<file path="config.mk">
export PLATFORM = sky130hd
export DESIGN_NAME = uewt_row_mem
export DESIGN_NICKNAME = d
export VERILOG_FILES = /design/src/rtl/uewt_pkg.sv /design/src/rtl/uewt_row_mem.sv
export SDC_FILE = /design/constraint.sdc
export NUM_CORES = 2
export LEC_CHECK = 0
export BUFFER_PORTS_ARGS = -buffer_cell sky130_fd_sc_hd__buf_2
export CORE_MARGIN = 3
export CORE_UTILIZATION = 45
export CTS_BUF_LIST = sky130_fd_sc_hd__clkbuf_8
export DETAILED_ROUTE_END_ITERATION = 6
export GPL_TIMING_DRIVEN = 0
export PLACE_DENSITY_LB_ADDON = 0.25
export SLEW_MARGIN = 25
export SYNTH_ARGS = -nofsm -noshare
export SYNTH_HDL_FRONTEND = slang
export SYNTH_SLANG_ARGS = --single-unit
</file>
<file path="constraint.sdc">
create_clock -name clock -period 9.25 [get_ports clock]
set_input_delay 1.85 -clock clock [delete_from_list [all_inputs] [get_ports clock]]
set_output_delay 1.85 -clock clock [all_outputs]
set_load 0.005 [all_outputs]
</file>
<file path="src/rtl/uewt_pkg.sv">
package uewt_pkg;

   localparam int DEF_MAX_VERTICES = 64;

   localparam int VERTEX_W = 6;
   localparam int OP_W     = 2;
   localparam int VC_W     = 7;
   localparam int COUNT_W  = 11;

   localparam int CSR_AW   = 3;
   localparam int CSR_DW   = 32;
   localparam int REG_W    = CSR_AW - 2;

   localparam logic [REG_W-1:0] REG_VERTEX_COUNT = '0;
   localparam logic [VC_W-1:0]  VC_RESET         = 7'd64;

   localparam logic [OP_W-1:0] OP_ADD    = 2'd0;
   localparam logic [OP_W-1:0] OP_REMOVE = 2'd1;
   localparam logic [OP_W-1:0] OP_QUERY  = 2'd2;
   localparam logic [OP_W-1:0] OP_WALK   = 2'd3;

endpackage

</file>
<file path="src/rtl/uewt_row_mem.sv">
module uewt_row_mem
   import uewt_pkg::*;
#(
   parameter int MAX_VERTICES = DEF_MAX_VERTICES,
   parameter int AW = $clog2(MAX_VERTICES)
) (
   input  logic                    clock,
   input  logic                    reset,
   input  logic                    wr_en,
   input  logic [AW-1:0]           wr_addr,
   input  logic [MAX_VERTICES-1:0] wr_data,
   input  logic [AW-1:0]           rd_addr,
   output logic [MAX_VERTICES-1:0] rd_row
);

   logic [MAX_VERTICES-1:0] rows [MAX_VERTICES];
   logic [MAX_VERTICES-1:0] rd_q_ff;

   // one flop per row: a row never written reads as empty
   logic [MAX_VERTICES-1:0] row_valid_ff;
   logic                    rd_valid_ff;

   // bypass for a read that meets a write to the same row at the same edge
   logic                    fwd_ff;
   logic [MAX_VERTICES-1:0] fwd_data_ff;

   always_ff @(posedge clock) begin
      if (wr_en) begin
         rows[wr_addr] <= wr_data;
      end
      rd_q_ff     <= rows[rd_addr];
      fwd_data_ff <= wr_data;
   end

   always_ff @(posedge clock) begin
      if (reset) begin
         row_valid_ff <= '0;
         rd_valid_ff  <= 1'b0;
         fwd_ff       <= 1'b0;
      end else begin
         if (wr_en) begin
            row_valid_ff[wr_addr] <= 1'b1;
         end
         rd_valid_ff <= row_valid_ff[rd_addr];
         fwd_ff      <= wr_en && (wr_addr == rd_addr);
      end
   end

   always_comb begin
      if (fwd_ff) begin
         rd_row = fwd_data_ff;
      end else if (rd_valid_ff) begin
         rd_row = rd_q_ff;
      end else begin
         rd_row = '0;
      end
   end

endmodule

</file>
==> metrics.md <==
| Metric | Value |
|---|---|
| Status | `complete, but fails checks` |
| Failing checks | `design-rule violations` |
| Reg2Reg Setup Slack | `6.58 ns` |
| Area after DPL | `175000 sq um` |
| RSZ-0062 raised after global routing | `false` |
| Post-route ant nets | `0` |
| Synthesized area | `161000 sq um` |
| Worst min path class | `reg2reg` |
| Fmax | `174 MHz` |
| # DRC | `14` |
| Mux share of post-synthesis cell area | `17.3%` |
| Clock tree buffer depth | `4` |
| WP data required | `7.40 ns` |
| Largest family of logic cells by synthesized area | `multiplexers` |
| Crit path time final | `5.74 ns` |
| NumNets Final | `7982` |
| Core area | `356000 sq um` |
| Final Setup Violations | `0` |
| MaxCap Viol Count | `0` |
| Count of non-filler cells in the finished layout | `13229` |
| Die span in x | `604 um` |
| Critical path class | `reg2out` |
| Yosys reg bits | `4290` |
| Multi-input gate area | `32800 sq um` |
| Die Area | `365000 sq um` |
| CP Capture Type | `output port` |
| Gr usage total | `25.4%` |
| Setup TNS | `0 ns` |
| Port bufs | `136` |
| Mean Syn Cell Area | `23.9 sq um` |
| Xor and xnor area share after synthesis | `0.0326%` |
| Synth Flop Type | `edfxtp_1` |
| Number of core rows | `219` |
| Largest net degree at the start of global routing | `66` |
| Design area | `188000 sq um` |
| Final hold vios | `0` |
| GPL Wtd Cong | `0.811` |
| Critical path arrival | `3.89 ns` |
| Clock Skews | `0.0622 ns` |
| CTS H-Tree Depth | `6` |
| Filler cells | `26889` |
| Worst-skew pair later-pin latency | `1.22 ns` |
| Cell count after placement | `11965` |
| Mapped Cells | `6748` |
| Setup Fix Bufs, Post-CTS | `0` |
| Leakage | `60.9 nW` |
| DP HPWL | `323000 um` |
| DR vias | `80199` |
| Power per cell area | `206 nW/um^2` |
| Area Growth Syn to Fin | `16.9%` |
| Layout cells sized above 1 | `32.4%` |
| Period utilization | `62.0%` |
| Complex-gate fraction of the synthesized area | `2.09%` |
| First-pass DRT Iterations | `7` |
| Clk sinks | `4290` |
| Worst Tran Pin Value | `1.18 ns` |
| Drt first-iter violations | `11230` |
| Clk Tree Root Cell | `clkbuf_8` |
| Routed len/inst | `35.3 um` |
| Post-CTS resize count | `0` |
| Max-slew headroom | `21.1%` |
| Vias per std cell | `6.06` |
| Initial antenna violation count | `52` |
| Warnings, synthesis | `0` |
| Synth Area in Simple Gates | `0.675%` |
| Max Slew Vio Count | `0` |
| Grt ovf | `0` |
| Post-layout util | `52.9%` |
| Starting Density | `45.2%` |
| Distinct cells, synth | `42` |
| FF/Latch Area | `127000 sq um` |
| Die Y | `604 um` |
| Peak VDD IR | `0.138 mV` |
| First-pass GRT wire length | `641000 um` |
| Max FO, Critical Path | `10` |
| Vias in the first global route | `81545` |
| Setup crit start kind | `flip-flop` |
| Worst-path clk slew | `0.06 ns` |
| Post-synth EDFFs | `4096` |
| Post-CTS Hold Fix Bufs | `0` |
| WL final | `467000 um` |
| # IOs | `143` |
| Adder-cell share of the synthesized area | `0%` |
| TritonCTS clock tree | `done` |
| Sequential area share after synthesis | `78.8%` |
| Syn Nets | `6827` |
| FFs w/ async S/R, synth | `0%` |
| Inserted Clock Buffers | `686` |
## kinds of logic after synthesis
kind of cell | after synthesis
AO/OA/AOI/OAI | 460
XOR/XNOR | 6
buffers and inverters | 383
flip-flops | 4290
multiplexers | 1364
AND/OR/NAND/NOR | 245
## per-layer routing
metal	GRT usage [%]	wire [um]	share of wire (%)
met5	0.396	322	0.069
met4	9.02	16800	3.6
met3	7.19	50600	11
met2	41.1	227000	49
met1	33.1	173000	37
## critical path, cell delays in order, from the launching register on
cell and delay, ns:
dfxtp_1 0.60, clkbuf_2 0.55, buf_16 0.24, clkbuf_1 0.75, a22o_1 0.37, buf_2 0.15
## stage by stage
step | worst slack, ns | hold WS [ns] | power [mW]
after CTS | 3.49 | 0.473 | 38.9
after global routing | 3.45 | 0.500 | 39.9
after detailed placement | 3.08 | 0.459 | 24.0
final | 3.51 | 0.477 | 38.7
after global placement | -6.35 | 0.443 | 23.9
after floorplan | 1.85 | 0.431 | 22.9
## synth_stat cells, types with 2 or more instances
master / n / area share (%)
buf_2: 110 / 0.34
a221oi_1: 37 / 0.20
or3b_2: 3 / 0.016
nand4bb_1: 3 / 0.021
nor3_1: 6 / 0.019
a31oi_1: 4 / 0.016
or2_2: 2 / 0.0078
mux2i_1: 213 / 1.3
nand4b_1: 3 / 0.016
a21oi_1: 76 / 0.24
nor2_1: 180 / 0.42
nand3_1: 6 / 0.019
mux4_2: 1133 / 16
dfxtp_1: 194 / 2.4
buf_1: 43 / 0.10
o21ai_0: 19 / 0.059
buf_6: 11 / 0.077
a22o_1: 99 / 0.54
xnor2_1: 4 / 0.022
and2_1: 2 / 0.0078
o22ai_1: 111 / 0.43
clkbuf_1: 192 / 0.45
mux2_2: 18 / 0.13
o22a_1: 46 / 0.25
buf_4: 26 / 0.12
a211o_1: 47 / 0.26
xor2_1: 2 / 0.011
nand3b_1: 5 / 0.023
nor2b_1: 10 / 0.039
nand2b_1: 10 / 0.039
nand2_1: 9 / 0.021
edfxtp_1: 4096 / 76
a22oi_1: 19 / 0.089
## registers in the layout, indices dropped and copies added, names as in the netlist
signal        cells
rd_valid_ff       1
fwd_data_ff      64
rows           4096
fwd_ff            1
rd_q_ff          64
row_valid_ff     64
## cell usage in the layout, fill, tap and decap left out, types with 76 or more instances in the layout
cell and instances:
o22ai_1 111, clkbuf_1 145, dfxtp_1 194, clkinv_1 114, buf_16 143, a22o_1 99
buf_4 129, inv_1 281, buf_12 136, clkbuf_8 726, edfxtp_1 4096, a21oi_1 76
nor2_1 119, mux4_2 1133, mux2i_1 213, buf_2 196
## cell type report
type / instances / area share [%]
flip-flops and latches: 4290 / 67.4
multi-input cells: 2075 / 17.4
clock buffers: 726 / 5.31
repair buffers: 467 / 4.22
well taps: 4751 / 3.16
clock inverters: 512 / 1.42
plain buffers: 382 / 0.970
diodes: 25 / 0.0332
inverters: 1 / 0.00199
## worst paths after layout
check / to / cells after the start / startpoint
max: rd_row[43] / 5 / fwd_ff
min: row_valid_ff[10] / 2 / row_valid_ff[10]
max reg2reg: rd_q_ff[54] / 4 / rows[21][54]
min reg2reg: row_valid_ff[10] / 2 / row_valid_ff[10]
## power by group
group	internal, mW	total (mW)	switching [mW]
registers	21.5	21.5	0.0502
clock network	7.51	15.1	7.59
logic	0.751	2.07	1.32
total	29.7	38.7	8.96
Power figures use the tool's default switching activity.
